[src/hdl/assert_macros.svh]
// Assertion helpers for the RTL.
`ifndef ASSERT_MACROS_SVH
`define ASSERT_MACROS_SVH

// Same-cycle implication, sampled on clk_i, disabled during reset.
`define PCI_ASSERT_NOW(lbl, ante, cons, msg) \
  lbl: assert property (@(posedge clk_i) disable iff (!rst_ni) (ante) |-> (cons)) \
    else $error(msg);

// Next-cycle implication, sampled on clk_i, disabled during reset.
`define PCI_ASSERT_NEXT(lbl, ante, cons, msg) \
  lbl: assert property (@(posedge clk_i) disable iff (!rst_ni) (ante) |=> (cons)) \
    else $error(msg);

`endif

[src/hdl/pci2d_pkg.sv]
package pci2d_pkg;

  localparam int unsigned VW    = 32;         // velocity width
  localparam int unsigned NRMW  = 16;         // normal component width
  localparam int unsigned IMW   = 32;         // inverse mass width
  localparam int unsigned RSTW  = 16;         // restitution width
  localparam int unsigned RXW   = VW + 1;     // relative velocity
  localparam int unsigned PW    = RXW + NRMW; // one dot product term
  localparam int unsigned SEPW  = PW + 1;     // separating speed, 30 fraction bits
  localparam int unsigned M16W  = SEPW - 14;  // speed magnitude, 16 fraction bits
  localparam int unsigned FACW  = RSTW + 1;   // 1 + restitution, Q2.15
  localparam int unsigned DVW   = M16W + FACW;
  localparam int unsigned DLW   = 32;
  localparam int unsigned DHW   = DVW - DLW;
  localparam int unsigned NPW   = DVW + IMW;  // full share numerator
  localparam int unsigned NSH   = 15;
  localparam int unsigned NW    = NPW - NSH;  // numerator after the 2^15 scale
  localparam int unsigned TW    = IMW + 1;    // total inverse mass
  localparam int unsigned RW    = TW + 1;     // divider remainder
  localparam int unsigned QW    = 38;         // quotient bits
  localparam int unsigned ZW    = RW + QW;
  localparam int unsigned CPW   = QW + 1 + NRMW;
  localparam int unsigned CHW   = CPW - 14;
  localparam int unsigned SUMW  = CHW + 1;

  localparam int unsigned QUEUE_DEPTH_DEF = 4;

  localparam logic [RSTW-1:0] REST_RESET = 16'h8000;
  localparam logic [FACW-1:0] FAC_ONE    = 17'h08000;
  localparam logic [CPW-1:0]  RND_HALF   = CPW'(8192);

  typedef enum logic [1:0] {
    ST_SEP  = 2'd0,
    ST_IMP  = 2'd1,
    ST_ZERO = 2'd2
  } status_e;

  typedef struct packed {
    logic signed [VW-1:0]   v0x;
    logic signed [VW-1:0]   v0y;
    logic signed [VW-1:0]   v1x;
    logic signed [VW-1:0]   v1y;
    logic        [IMW-1:0]  im0;
    logic        [IMW-1:0]  im1;
    logic signed [NRMW-1:0] nx;
    logic signed [NRMW-1:0] ny;
    logic        [M16W-1:0] m16;
    status_e                status;
    logic                   two;
  } item_t;

  typedef struct packed {
    logic signed [VW-1:0]   v0x;
    logic signed [VW-1:0]   v0y;
    logic signed [VW-1:0]   v1x;
    logic signed [VW-1:0]   v1y;
    logic signed [NRMW-1:0] nx;
    logic signed [NRMW-1:0] ny;
    status_e                status;
    logic                   two;
  } ctx_t;

  // One restoring division step: shift in the next numerator bit, trial subtract.
  function automatic logic [ZW-1:0] div_step(input logic [ZW-1:0] z,
                                             input logic [TW-1:0] den);
    logic [RW-1:0] rs;
    logic          qb;
    rs = {z[ZW-2:QW], z[QW-1]};
    qb = 1'b0;
    if (rs >= {1'b0, den}) begin
      rs = rs - {1'b0, den};
      qb = 1'b1;
    end
    return {rs, z[QW-2:0], qb};
  endfunction

  // Rounded normal-direction change from a share times a normal component.
  function automatic logic signed [CHW-1:0] comp_change(input logic [QW-1:0] q,
                                                       input logic signed [NRMW-1:0] n);
    logic signed [CPW-1:0] p;
    logic signed [CPW-1:0] t;
    p = CPW'($signed({1'b0, q})) * CPW'(n);
    t = p + $signed(RND_HALF);
    return $signed(t[CPW-1:14]);
  endfunction

  function automatic logic signed [VW-1:0] sat32(input logic signed [SUMW-1:0] v);
    if ((&v[SUMW-1:VW-1]) || !(|v[SUMW-1:VW-1])) begin
      return v[VW-1:0];
    end
    return v[SUMW-1] ? {1'b1, {(VW-1){1'b0}}} : {1'b0, {(VW-1){1'b1}}};
  endfunction

endpackage

[src/hdl/pci2d_queue.sv]
module pci2d_queue #(
  parameter int unsigned DEPTH = pci2d_pkg::QUEUE_DEPTH_DEF
) (
  input  logic             clk_i,
  input  logic             rst_ni,
  input  logic             push_i,
  input  pci2d_pkg::item_t item_i,
  output logic             full_o,
  output logic             empty_o,
  input  logic             pop_i,
  output pci2d_pkg::item_t item_o
);

  localparam int unsigned AW = (DEPTH > 1) ? $clog2(DEPTH) : 1;
  localparam int unsigned CW = $clog2(DEPTH + 1);

  pci2d_pkg::item_t mem_q [DEPTH];
  logic [AW-1:0]    wr_q, rd_q;
  logic [CW-1:0]    cnt_q;

  assign full_o  = (cnt_q == CW'(DEPTH));
  assign empty_o = (cnt_q == '0);
  assign item_o  = mem_q[rd_q];

  always_ff @(posedge clk_i or negedge rst_ni) begin
    if (!rst_ni) begin
      wr_q  <= '0;
      rd_q  <= '0;
      cnt_q <= '0;
    end else begin
      if (push_i) begin
        wr_q <= (wr_q == AW'(DEPTH - 1)) ? '0 : wr_q + 1'b1;
      end
      if (pop_i) begin
        rd_q <= (rd_q == AW'(DEPTH - 1)) ? '0 : rd_q + 1'b1;
      end
      if (push_i && !pop_i) begin
        cnt_q <= cnt_q + 1'b1;
      end else if (pop_i && !push_i) begin
        cnt_q <= cnt_q - 1'b1;
      end
    end
  end

  always_ff @(posedge clk_i) begin
    if (push_i) begin
      mem_q[wr_q] <= item_i;
    end
  end

endmodule

[config.mk]
export PLATFORM = sky130hd
export DESIGN_NAME = pci2d_queue
export DESIGN_NICKNAME = d
export VERILOG_FILES = /design/src/hdl/assert_macros.svh /design/src/hdl/pci2d_pkg.sv /design/src/hdl/pci2d_queue.sv
export SDC_FILE = /design/constraint.sdc
export NUM_CORES = 1
export LEC_CHECK = 0
export ABC_AREA = 1
export BUFFER_PORTS_ARGS = -buffer_cell sky130_fd_sc_hd__buf_2
export CAP_MARGIN = 10
export CORE_MARGIN = 8
export CORE_UTILIZATION = 50
export CTS_BUF_LIST = sky130_fd_sc_hd__clkbuf_16
export CTS_CLUSTER_SIZE = 16
export DETAILED_ROUTE_END_ITERATION = 10
export MAX_ROUTING_LAYER = met4
export PLACE_DENSITY = 0.7
export SKIP_LAST_GASP = 1
export SYNTH_ARGS = -nofsm -noshare
export SYNTH_HDL_FRONTEND = slang
export SYNTH_SLANG_ARGS = --single-unit
[constraint.sdc]
create_clock -name clk_i -period 11.1 [get_ports clk_i]
set_input_delay 1.11 -clock clk_i [delete_from_list [all_inputs] [get_ports clk_i]]
set_output_delay 1.11 -clock clk_i [all_outputs]
set_load 0.005 [all_outputs]
-- Word level (Yosys, flattened, before mapping)
Memories as Yosys holds them, arrays and structs flattened.
Cells that the tools add are included.
- multiplexer cells: 6
- reductions and logical operators: 6
- $add $sub $neg: 4
- eq/ne operators: 3
- operator list (cell ; number):
    3-bit 2-to-1 mux ; 2
    2-bit by 1-bit adder with 2-bit output (second input constant) ; 2
    2-bit == test (second input constant) ; 2
    2-bit 2-to-1 mux ; 2
    3-bit by 1-bit adder with 3-bit output (second input constant) ; 1
    3-bit == test (second input constant) ; 1
    3-bit zero test ; 1
    3-bit by 1-bit subtractor with 3-bit output (second input constant) ; 1
    1-bit logical AND ; 2
    1-bit zero test ; 2
    1-bit 2-to-1 mux ; 2
    2-bit nonzero test ; 1
- memory bits (writable): 1052
- output and inout bits: 265
- bits of input ports: 267
- bits in registers: 7
- memories kept: 1
- word-level logic and storage cells: 23
- memories (name ; depth ; bits a word ; rd ports ; clocked after Yosys merged registers in ; write ports ; RTL line ; RTL):
    mem_q ; 4 ; 263 ; 1 ; 0 ; 1 ; pci2d_queue.sv:17 ; pci2d_pkg::item_t mem_q [DEPTH];

-- Logic depth before layout (Yosys ltp)
- depth after elaboration: 4
- depth in mapped cells: 9
- depth with buffers taken out: 9

-- Worst setup path after synthesis
No wires, ideal clock.
- path kind: in2reg
- start point: input port push_i
- end point: memory mem_q[3][0] (netlist name), enable pin
- required time: 10.486 ns
- library setup time: 0.614 ns
- cell stages on the path: 2
- setup slack: 4.285 ns
- path buffers: 0
- arrival: 6.202 ns
- path through: nand2_1 -> inv_1
- cells in the longest elaborated chain, start to end: 2
- ends and longest elaborated chain (what ; RTL line ; RTL):
    start: declaration ; pci2d_queue.sv:6 ; input logic push_i,
    1-bit 2-to-1 mux ; pci2d_queue.sv:46 ; if (push_i) begin
    1-bit 2-to-1 mux (not written as such) ; pci2d_queue.sv:47 ; mem_q[wr_q] <= item_i;
    end: declaration ; pci2d_queue.sv:17 ;
Every way passes these cells.

==> flow_summary.yaml <==
floorplan:
  die_x_um: 305
  rows: 106
  coreArea_mm2: 0.0832
  floorplan.io_pins: 532
  dieHeight_um: 305
  full_die_area_mm2: 0.0930
  initial_core_util_pct: 50.2
worst_setup_path:
  worst-path-buf-inv: 4
  cp.arrival_ns: 4.46
  critPathTopFamily: "buffers and inverters"
  worst_setup_path_end_kind: "output port"
  worst_setup_path_start_kind: "register"
  critPathRequiredTime_ns: 9.99
  critical_path.max_fanout: 223
  worst_path_largest_cell_delay_ns: 1.08
  critical-path-top-cell-by-count: "sky130_fd_sc_hd__nand2_1"
  critical_path.cell_chain: "inv_8, buf_12, buf_4, nand2_1, o211ai_1, nand2_1, buf_2"
  crit_slowest_cell: "sky130_fd_sc_hd__buf_4"
  criticalPathCategory: "reg -> out"
logic_synthesis:
  synth_cells: 3120
  synthesis_warnings: 0
  count_of_state_elements_after_synthesis: 1059
  mappedNetlistNets: 3394
  postSynthAreaPerCell_um2: 13.4
  post_synth_instance_area_mm2: 0.0418
  synthDistinctLibCells: 19
  synth_sequential_area_ratio_pct: 76.0
timing:
  finalHoldViolations: 0
  timing_max_transition_violations_final: 0
  clock_skew_ns: 0.0382
  report.final.setup_viol: 0
  post-route-min-period_ns: 5.57
  maxSlewHeadroom_pct: 12.2
  fmaxAchievable_mhz: 180
  final_min_period_over_clock_period_pct: 50.1
  finalSetupTns_ns: 0
  hold-worst-slack_ns: 0.310
  rsz0062_at_grt: "false"
  max_slew.worst_pin.slew_ns: 1.32
cells_and_area:
  synthToLayoutAreaGrowth_pct: 16.7
  final_layout_size_suffix_gt1_share_pct: 19.3
  final_cell_area_mm2: 0.0487
  layout_commonest_cell: "sky130_fd_sc_hd__edfxtp_1"
  layout.cells.most_common_list: "sky130_fd_sc_hd__edfxtp_1, sky130_fd_sc_hd__nand2_1, sky130_fd_sc_hd__inv_1, sky130_fd_sc_hd__buf_2, sky130_fd_sc_hd__o211ai_1"
  finish.cell_count_without_fillers: 4812
  fin_nets: 3882
clock_tree:
  post-cts-setup-buffers: 0
  tritoncts.num_buffers: 108
  ctsResizeCount: 0
  numClockSinks: 1059
  cts_max_level: 3
  clkLatencyLatePin_ns: 0.67
  clock-root-buffer: "sky130_fd_sc_hd__clkbuf_16"
  cts_tree: "done"
  clk_path_buf_depth: 3
  worst_setup_hold_path_clk_slew_ns: 0.06
  cts_hold_repair.buffers: 0
place:
  place.detailed.instances: 4578
  port-buffer-count: 531
  gp_congestion: 0.783
  place.detailed.hpwl_mm: 54.6
  post_place_instance_area_mm2: 0.0452
job:
  drv.max_cap_violation_count: 0
detailed_routing:
  route.final.wire_length_mm: 90.9
  postRouteAntennaNets: 0
  vias: 24700
  detail_route.drc_violations: 0
  drt_first_iter_violations: 1709
  post_drt_via_cell_ratio: 5.13
  avgRoutedWirePerCell_um: 18.9
  first_pass_iters: 5
grt:
  globalRouteOverflowTotal: 0
  grt_pass1_vias: 24000
  groute.usage.overall_pct: 19.5
  grt_antenna_before_repair: 34
  grt_pass1_wl_mm: 138
  largest_net_degree_at_the_start_of_global_routing: 224
power_and_ir_drop:
  max-vdd-ir-drop_mv: 0.258
  power-per-cell-area_mw_per_mm2: 252
  cellLeakagePower_nw: 19.6
hold_path:
  hold_path_class: "in -> async"
outcome:
  status: "finished clean"
==> cell families after synthesis <==
logic type                 count (synthesis)  synth area share, %
DFF                                     1059                 76.0
and+or+nand+nor                          810                 7.29
AOI/OAI and AO/OA                        530                 9.50
buffers and inverters                    713                 6.91
xor gates and xnor gates                   1               0.0210
adders and majority gates                  7                0.228
==> metal layers <==
metal	GRT usage (%)	routed length, µm
met1	22.8	35700
met2	32.6	45600
met3	4.96	6770
met4	6.79	2800
met5	-	0
==> sequential cells by signal (all words and copies together), names as in the netlist <==
register,cells
rd_q,2
mem_q,1052
cnt_q,3
wr_q,2
==> layout make-up <==
class	instances	area, µm²
well taps	1080	1350
flip-flops and latches	1059	31800
inverters	539	2070
fillers	6455	34400
diodes	36	90.1
clock buffers	110	2750
multi-input cells	1348	7120
repair buffers	552	2850
clock inverters	88	746
==> synth_stat cells <==
master / number / area share, %
sky130_fd_sc_hd__buf_1: 8 / 0.072
sky130_fd_sc_hd__buf_2: 86 / 1.0
sky130_fd_sc_hd__buf_4: 3 / 0.054
sky130_fd_sc_hd__buf_6: 12 / 0.32
sky130_fd_sc_hd__clkbuf_1: 65 / 0.58
sky130_fd_sc_hd__dfrtp_1: 7 / 0.42
sky130_fd_sc_hd__edfxtp_1: 1052 / 76
sky130_fd_sc_hd__fa_1: 1 / 0.048
sky130_fd_sc_hd__ha_1: 6 / 0.18
sky130_fd_sc_hd__inv_1: 538 / 4.8
sky130_fd_sc_hd__inv_2: 1 / 0.0090
sky130_fd_sc_hd__nand2_1: 804 / 7.2
sky130_fd_sc_hd__nand3_1: 1 / 0.012
sky130_fd_sc_hd__nand4_1: 1 / 0.015
sky130_fd_sc_hd__nor2_1: 2 / 0.018
sky130_fd_sc_hd__nor3_1: 2 / 0.024
sky130_fd_sc_hd__o211ai_1: 526 / 9.5
sky130_fd_sc_hd__o21ai_0: 4 / 0.048
sky130_fd_sc_hd__xnor2_1: 1 / 0.021
==> final timing paths <==
kind	from	to	slack, ns	cells past startpoint
worst max-delay path	rd_q[0]	item_o[121]	5.53	7
worst min-delay path	rst_ni	wr_q[1]	0.31	1
worst max register to register	wr_q[0]	mem_q[0][144]	7.56	6
worst min register to register	cnt_q[2]	cnt_q[2]	0.50	2
max in group asynchronous	rst_ni	rd_q[1]	10.60	1
min in group clk_i	cnt_q[2]	cnt_q[2]	0.50	2
==> where the power goes <==
group / total (mW) / leakage, nW / internal (mW) / switching, mW
Clock: 3.49 / 1.78 / 2.01 / 1.48
Sequential: 5.30 / 9.75 / 5.13 / 0.175
Combinational: 3.51 / 8.10 / 1.15 / 2.36
Total: 12.3 / 19.6 / 8.29 / 4.01
==> stage by stage <==
step / util, % / setup WS (ns) / power (mW)
finish: 58.6 / 5.53 / 12.3
floorplan: - / 4.28 / 7.61
detailed placement: 54.3 / 6.21 / 8.96
global route: 58.6 / 5.27 / 13.0
global placement: 54.3 / 6.23 / 8.91
CTS: 58.5 / 5.52 / 12.4
Note: power is estimated with default switching activity, not from simulation.
