===== src/hdl/assert_macros.svh =====
// Assertion helpers for the RTL.
`ifndef ASSERT_MACROS_SVH
`define ASSERT_MACROS_SVH

// Same-cycle implication, sampled on clk_i, disabled during reset.
`define PCI_ASSERT_NOW(lbl, ante, cons, msg) \
  lbl: assert property (@(posedge clk_i) disable iff (!rst_ni) (ante) |-> (cons)) \
    else $error(msg);

// Next-cycle implication, sampled on clk_i, disabled during reset.
`define PCI_ASSERT_NEXT(lbl, ante, cons, msg) \
  lbl: assert property (@(posedge clk_i) disable iff (!rst_ni) (ante) |=> (cons)) \
    else $error(msg);

`endif


===== src/hdl/pci2d_pkg.sv =====
package pci2d_pkg;

  localparam int unsigned VW    = 32;         // velocity width
  localparam int unsigned NRMW  = 16;         // normal component width
  localparam int unsigned IMW   = 32;         // inverse mass width
  localparam int unsigned RSTW  = 16;         // restitution width
  localparam int unsigned RXW   = VW + 1;     // relative velocity
  localparam int unsigned PW    = RXW + NRMW; // one dot product term
  localparam int unsigned SEPW  = PW + 1;     // separating speed, 30 fraction bits
  localparam int unsigned M16W  = SEPW - 14;  // speed magnitude, 16 fraction bits
  localparam int unsigned FACW  = RSTW + 1;   // 1 + restitution, Q2.15
  localparam int unsigned DVW   = M16W + FACW;
  localparam int unsigned DLW   = 32;
  localparam int unsigned DHW   = DVW - DLW;
  localparam int unsigned NPW   = DVW + IMW;  // full share numerator
  localparam int unsigned NSH   = 15;
  localparam int unsigned NW    = NPW - NSH;  // numerator after the 2^15 scale
  localparam int unsigned TW    = IMW + 1;    // total inverse mass
  localparam int unsigned RW    = TW + 1;     // divider remainder
  localparam int unsigned QW    = 38;         // quotient bits
  localparam int unsigned ZW    = RW + QW;
  localparam int unsigned CPW   = QW + 1 + NRMW;
  localparam int unsigned CHW   = CPW - 14;
  localparam int unsigned SUMW  = CHW + 1;

  localparam int unsigned QUEUE_DEPTH_DEF = 4;

  localparam logic [RSTW-1:0] REST_RESET = 16'h8000;
  localparam logic [FACW-1:0] FAC_ONE    = 17'h08000;
  localparam logic [CPW-1:0]  RND_HALF   = CPW'(8192);

  typedef enum logic [1:0] {
    ST_SEP  = 2'd0,
    ST_IMP  = 2'd1,
    ST_ZERO = 2'd2
  } status_e;

  typedef struct packed {
    logic signed [VW-1:0]   v0x;
    logic signed [VW-1:0]   v0y;
    logic signed [VW-1:0]   v1x;
    logic signed [VW-1:0]   v1y;
    logic        [IMW-1:0]  im0;
    logic        [IMW-1:0]  im1;
    logic signed [NRMW-1:0] nx;
    logic signed [NRMW-1:0] ny;
    logic        [M16W-1:0] m16;
    status_e                status;
    logic                   two;
  } item_t;

  typedef struct packed {
    logic signed [VW-1:0]   v0x;
    logic signed [VW-1:0]   v0y;
    logic signed [VW-1:0]   v1x;
    logic signed [VW-1:0]   v1y;
    logic signed [NRMW-1:0] nx;
    logic signed [NRMW-1:0] ny;
    status_e                status;
    logic                   two;
  } ctx_t;

  // One restoring division step: shift in the next numerator bit, trial subtract.
  function automatic logic [ZW-1:0] div_step(input logic [ZW-1:0] z,
                                             input logic [TW-1:0] den);
    logic [RW-1:0] rs;
    logic          qb;
    rs = {z[ZW-2:QW], z[QW-1]};
    qb = 1'b0;
    if (rs >= {1'b0, den}) begin
      rs = rs - {1'b0, den};
      qb = 1'b1;
    end
    return {rs, z[QW-2:0], qb};
  endfunction

  // Rounded normal-direction change from a share times a normal component.
  function automatic logic signed [CHW-1:0] comp_change(input logic [QW-1:0] q,
                                                       input logic signed [NRMW-1:0] n);
    logic signed [CPW-1:0] p;
    logic signed [CPW-1:0] t;
    p = CPW'($signed({1'b0, q})) * CPW'(n);
    t = p + $signed(RND_HALF);
    return $signed(t[CPW-1:14]);
  endfunction

  function automatic logic signed [VW-1:0] sat32(input logic signed [SUMW-1:0] v);
    if ((&v[SUMW-1:VW-1]) || !(|v[SUMW-1:VW-1])) begin
      return v[VW-1:0];
    end
    return v[SUMW-1] ? {1'b1, {(VW-1){1'b0}}} : {1'b0, {(VW-1){1'b1}}};
  endfunction

endpackage


===== src/hdl/pci2d_front.sv =====
module pci2d_front (
  input  logic                                 clk_i,
  input  logic                                 rst_ni,
  input  logic                                 in_valid_i,
  output logic                                 in_stall_o,
  input  logic signed [pci2d_pkg::VW-1:0]      vel0_x_i,
  input  logic signed [pci2d_pkg::VW-1:0]      vel0_y_i,
  input  logic signed [pci2d_pkg::VW-1:0]      vel1_x_i,
  input  logic signed [pci2d_pkg::VW-1:0]      vel1_y_i,
  input  logic        [pci2d_pkg::IMW-1:0]     inv_mass0_i,
  input  logic        [pci2d_pkg::IMW-1:0]     inv_mass1_i,
  input  logic signed [pci2d_pkg::NRMW-1:0]    normal_x_i,
  input  logic signed [pci2d_pkg::NRMW-1:0]    normal_y_i,
  input  logic                                 has_second_i,
  input  logic                                 full_i,
  output logic                                 push_o,
  output pci2d_pkg::item_t                     item_o
);

  logic                                    f_valid_q;
  logic                                    f_adv;
  logic signed [pci2d_pkg::RXW-1:0]        rx;
  logic signed [pci2d_pkg::RXW-1:0]        ry;
  logic signed [pci2d_pkg::PW-1:0]         px_d, px_q;
  logic signed [pci2d_pkg::PW-1:0]         py_d, py_q;
  logic                                    tzero_d, tzero_q;
  logic signed [pci2d_pkg::SEPW-1:0]       sep;
  logic signed [pci2d_pkg::SEPW-1:0]       msep;
  pci2d_pkg::item_t                        it_q;

  assign f_adv      = !f_valid_q || !full_i;
  assign in_stall_o = f_valid_q && full_i;
  assign push_o     = f_valid_q && !full_i;

  always_comb begin
    rx = pci2d_pkg::RXW'(vel0_x_i) - (has_second_i ? pci2d_pkg::RXW'(vel1_x_i) : '0);
    ry = pci2d_pkg::RXW'(vel0_y_i) - (has_second_i ? pci2d_pkg::RXW'(vel1_y_i) : '0);
    px_d = pci2d_pkg::PW'(rx) * pci2d_pkg::PW'(normal_x_i);
    py_d = pci2d_pkg::PW'(ry) * pci2d_pkg::PW'(normal_y_i);
    tzero_d = (inv_mass0_i == '0) && (!has_second_i || (inv_mass1_i == '0));
  end

  always_ff @(posedge clk_i or negedge rst_ni) begin
    if (!rst_ni) begin
      f_valid_q <= 1'b0;
    end else if (f_adv) begin
      f_valid_q <= in_valid_i;
    end
  end

  always_ff @(posedge clk_i) begin
    if (f_adv) begin
      px_q         <= px_d;
      py_q         <= py_d;
      tzero_q      <= tzero_d;
      it_q.v0x     <= vel0_x_i;
      it_q.v0y     <= vel0_y_i;
      it_q.v1x     <= vel1_x_i;
      it_q.v1y     <= vel1_y_i;
      it_q.im0     <= inv_mass0_i;
      it_q.im1     <= has_second_i ? inv_mass1_i : '0;
      it_q.nx      <= normal_x_i;
      it_q.ny      <= normal_y_i;
      it_q.m16     <= '0;
      it_q.status  <= pci2d_pkg::ST_SEP;
      it_q.two     <= has_second_i;
    end
  end

  // Classify: apart, no movable mass, or an impulse to share.
  always_comb begin
    sep  = pci2d_pkg::SEPW'(px_q) + pci2d_pkg::SEPW'(py_q);
    msep = -sep;
    item_o     = it_q;
    item_o.m16 = msep[pci2d_pkg::SEPW-1:14];
    priority if (!sep[pci2d_pkg::SEPW-1] && (sep != '0)) begin
      item_o.status = pci2d_pkg::ST_SEP;
    end else if (tzero_q) begin
      item_o.status = pci2d_pkg::ST_ZERO;
    end else begin
      item_o.status = pci2d_pkg::ST_IMP;
    end
  end

endmodule


===== config.mk =====
export PLATFORM = sky130hd
export DESIGN_NAME = pci2d_front
export DESIGN_NICKNAME = d
export VERILOG_FILES = /design/src/hdl/assert_macros.svh /design/src/hdl/pci2d_pkg.sv /design/src/hdl/pci2d_front.sv
export SDC_FILE = /design/constraint.sdc
export NUM_CORES = 2
export LEC_CHECK = 0
export BUFFER_PORTS_ARGS = -buffer_cell sky130_fd_sc_hd__buf_2
export CORE_MARGIN = 5
export CORE_UTILIZATION = 57
export CTS_CLUSTER_SIZE = 12
export DETAILED_ROUTE_END_ITERATION = 6
export PLACE_DENSITY = 0.8
export SYNTH_ARGS = -nofsm -noshare
export SYNTH_HDL_FRONTEND = slang
export SYNTH_SLANG_ARGS = --single-unit

===== constraint.sdc =====
create_clock -name clk_i -period 8.6 [get_ports clk_i]
set_clock_uncertainty 0.1 [all_clocks]
set_input_delay 1.29 -clock clk_i [delete_from_list [all_inputs] [get_ports clk_i]]
set_output_delay 1.29 -clock clk_i [all_outputs]
set_load 0.05 [all_outputs]

; ---- Word-level counts from Yosys, hierarchy flattened
; Cells that the tools add are included.
[totals]
register_bits = 325
wordCells = 36
output_inout_bits = 265
inputBits = 229
[op_classes]
mux = 4
n_reduce_logical = 13
addsub = 4
multipliers = 2
[op_table]
columns = operator, n
row1 = multiplier 33 x 16 -> 49 bit, 2
row2 = two-way mux 33 bit, 2
row3 = subtractor 33 bit, 2
row4 = logical NOT 32 bit, 2
row5 = adder 49 x 49 -> 50 bit, 1
row6 = negation 50 bit, 1
row7 = nonzero test 50 bit, 1
row8 = logical AND 1 bit, 4
row9 = logical NOT 1 bit, 4
row10 = two-way mux 2 bit, 2
row11 = logical OR 1 bit, 2

; ---- Longest topological paths before layout
[logic_depth]
ltp_word = 4
ltp_mapped = 43
ltp_nobuf = 39

; ---- Worst setup path after synthesis
; No wires, ideal clock.
[synth_timing]
path_kind = input -> output
start = in full_i
end = out in_stall_o
path_buffers = 0
t_arrival_ps = 10485
required_time_ps = 7210
path_stages = 2
setup_slack_ps = -3275
cell_sequence = nand2_1 -> inv_1
[synth_between]
elab_chain_len = 1
[synth_rtl]
columns = element, line
row1 = start: declaration, pci2d_front.sv:15  ; input logic full_i,
row2 = logical AND 1 bit, pci2d_front.sv:32  ; assign in_stall_o = f_valid_q && full_i;
row3 = end: declaration, pci2d_front.sv:5  ; output logic in_stall_o,
; Every way passes these cells.

; ---- Final worst setup path
[layout_timing]
start = in has_second_i
end = reg py_q[48] (netlist bit), data pin
[layout_between]
elab_chain_len = 3
[layout_rtl]
columns = element, line
row1 = start: declaration, pci2d_front.sv:14  ; input logic has_second_i,
row2 = two-way mux 33 bit, pci2d_front.sv:37  ; ry = pci2d_pkg::RXW'(vel0_y_i) - (has_second_i ? pci2d_pkg::RXW'(vel1_y_i) : '0);
row3 = subtractor 33 bit, pci2d_front.sv:37
row4 = multiplier 33 x 16 -> 49 bit, pci2d_front.sv:39  ; py_d = pci2d_pkg::PW'(ry) * pci2d_pkg::PW'(normal_y_i);
row5 = net py_d (one bit), pci2d_front.sv:25  ; logic signed [pci2d_pkg::PW-1:0] py_d, py_q;
row6 = end signal: assignment, pci2d_front.sv:54  ; py_q <= py_d;
row7 = end: declaration, pci2d_front.sv:25
; The timed path passes the listed nets, and every way through them passes these cells.
; A chain may end at the register's enable or synchronous reset.

==> results.sh <==
export IMPL_async_flop_share_pct=0.3077
export IMPL_dp_hpwl_mm=133.8
export IMPL_fin_ws_ps=-1008
export IMPL_design_core_area_sq_um=94870
export IMPL_grt_max_degree=82
export IMPL_post_route_period_util_pct=111.7
export IMPL_clock_latency_ps=620
export IMPL_synth_cell_type_count=90
export IMPL_whs_ps=329.7
export IMPL_rr_worst_depth=3
export IMPL_drv_cap=0
export IMPL_drive_above_1_share_pct=26.72
export IMPL_placement_io_buffers=493
export IMPL_cts_root_buf="clkbuf_16"
export IMPL_routed_via_density=5.607
export IMPL_crit_arrival_ps=9850
export IMPL_ys_warn_count=0
export IMPL_ys_seq_elements=325
export IMPL_crit_fanout=7
export IMPL_fin_cells=8126
export IMPL_fin_setup_tns_ps=-33300
export IMPL_io_pins=494
export IMPL_path_common_cell="fa_1"
export IMPL_outcome="finished with violations"
export IMPL_avgRoutedWirePerCell_microns=20.30
export IMPL_layout_filler_cells=6649
export IMPL_row_count=113
export IMPL_netlist_area_sq_um=54400
export IMPL_cts_htree_levels=2
export IMPL_antenna_found_initial=19
export IMPL_synth_edf_count=324
export IMPL_ant_nets=0
export IMPL_die_h_microns=318.9
export IMPL_hold_viol=0
export IMPL_rsz0062_at_grt="yes"
export IMPL_violations="setup timing"
export IMPL_areaGrowthSynthToFinish_pct=24.92
export IMPL_ys_flop_type="edfxtp_1"
export IMPL_cp_required_ps=8840
export IMPL_gr_total_overflow=0
export IMPL_synth_seq_area_share_pct=17.93
export IMPL_path_clk_slew_ps=60
export IMPL_crit_type="in2reg"
export IMPL_grt_util_all_layers_pct=31.85
export IMPL_wl_mm=164.9
export IMPL_place_congestion=0.9620
export IMPL_drc_errors=0
export IMPL_slew_headroom_pct=29.51
export IMPL_critPathSlowestCell="fa_1"
export IMPL_fmax_mhz=104.1
export IMPL_end_kind="register"
export IMPL_max_stage_delay_ps=540
export IMPL_clock_sinks=325
export IMPL_drt_iter0_drc=3316
export IMPL_cts_hold_buf=0
export IMPL_first_pass_iters=6
export IMPL_die_x_microns=318.9
export IMPL_syn_num_nets=7241
export IMPL_syn_area_per_cell_sq_um=9.604
export IMPL_syn_inst=5664
export IMPL_initial_core_util_pct=57.34
export IMPL_slew_violations=0
export IMPL_setup_viol=55
export IMPL_cts_tree="built"
export IMPL_start_kind="primary input"
export IMPL_layout_min_cycle_time_ps=9608
export IMPL_grt_pass1_wl_mm=257.0
export IMPL_grt_pass1_vias=48680
export IMPL_tightest_slew_ps=1050
export IMPL_vias=45560
export IMPL_cts_buffers=42
export IMPL_placed_cells=7925
export IMPL_ctsLongestPathBuffers=3
export IMPL_final_nets=8396
export IMPL_die_area_sq_um=101700
export IMPL_hold_class="in2async"
[metrics by stage]
step | instance area (sq um) | setup slack (ps) | util, %
final | 67950 | -1008 | 71.63
after global routing | 67950 | -1260 | 71.62
after CTS | 66970 | -865.4 | 70.59
after detailed placement | 64190 | -2077 | 67.66
after global placement | 64190 | -1757 | 67.66
after floorplan | 55510 | -1264 | -
[worst max-delay path: cells and delay by family]
kind	cells	cell delay [ps]
fa+ha+maj	9	3650
compound gates	17	3430
simple gates	4	520
buf+inv	5	510
mux	1	290
xor+xnor	1	110
[kinds of logic after synthesis]
kind of cell	synth area share [%]
compound gates	7.430
flops	17.93
simple gates	16.05
xor+xnor	3.269
mux	1.148
fa+ha+maj	44.85
buf+inv	9.320
[flip-flops by register name (all words and copies together) (netlist names)]
signal and count:
tzero_q 1, px_q 49, py_q 49, f_valid_q 1, item_o 225
[layout make-up]
type,instances,area [sq um],share of cell area [%]
Clock buffer,50,1102,1.622
Tap cell,1265,1583,2.329
Inverter,1099,4130,6.078
Clock inverter,25,306.5,0.4511
Antenna cell,11,27.53,0.04051
Multi-Input combinational cell,3996,41620,61.25
Timing Repair Buffer,1355,9425,13.87
Sequential cell,325,9754,14.35
[routing by layer]
layer,wire (microns),up-vias,track usage [%]
met1,59930,22620,39.58
li1,-,20040,-
met5,23,-,0
met3,15280,588,6.227
met4,9188,4,14.80
met2,80520,2314,54.18
[final timing paths]
check	slack (ps)	end	from
max	-1010	py_q[48]	has_second_i
min	330	f_valid_q	rst_ni
max reg2reg	5550	item_o[128]	f_valid_q
min reg2reg	990	f_valid_q	f_valid_q
max in group asynchronous	7990	f_valid_q	rst_ni
min in group clk_i	740	item_o[189]	vel1_x_i[22]
[synthesized netlist by cell type, types with 6 or more instances]
cell          n  area, sq um
nand3_1      56        280.3
o31ai_1      12        90.09
a221oi_1      6        52.55
o21ai_0      99        495.5
nand2b_1    101        631.9
fa_1       1003        20080
clkbuf_1    230        863.3
nor2b_1      85        531.8
a21o_1       94        705.7
o21a_1       30        225.2
a31oi_1      22        137.6
o31a_1        8        70.07
and2_1      359         2246
inv_1      1097         4118
or3_1        16        100.1
ha_1        345         4317
a211oi_1     21        157.7
mux2_2       27        304.0
or2_2         9        56.30
and4_1        6        52.55
nand2_1     765         2872
nor2_1      178        668.1
a21boi_0      8        60.06
a2111oi_0    10        87.58
o21bai_1     31        232.7
a21oi_1     180        900.9
nor3b_1       6        45.04
mux2i_1      32        320.3
o211ai_1     13        97.59
xor2_1       62        543.0
nand4_1      25        156.4
nor4b_1       9        78.83
buf_1         7        26.28
nor3_1       58        290.3
edfxtp_1    324         9729
nor4_1       25        156.4
and3_1       41        256.5
a221o_1       9        90.09
xnor2_1     141         1235
or4_1         6        45.04
o22ai_1       7        43.79
[what timing repair did]
action,in CTS,in global routing
setup endpoints to repair,58,66
buffers inserted,77,49
pin swaps,124,171
gates resized for setup,180,148
cloned,1,3
[cells in the final DEF (no fill, tap or decap), types with 61 or more instances in the layout]
| master | count |
|---|---|
| inv_1 | 1062 |
| fa_1 | 968 |
| buf_4 | 786 |
| nand2_1 | 736 |
| buf_2 | 492 |
| and2_1 | 350 |
| edfxtp_1 | 324 |
| ha_1 | 304 |
| nor2_1 | 167 |
| a21oi_1 | 119 |
| xnor2_1 | 118 |
| nand2b_1 | 96 |
| a21o_1 | 94 |
| nor2b_1 | 84 |
| o21ai_0 | 61 |
Power is left out: the tool's default activity adds up to more than one toggle a clock period on the data nets, which glitch-free logic cannot reach.
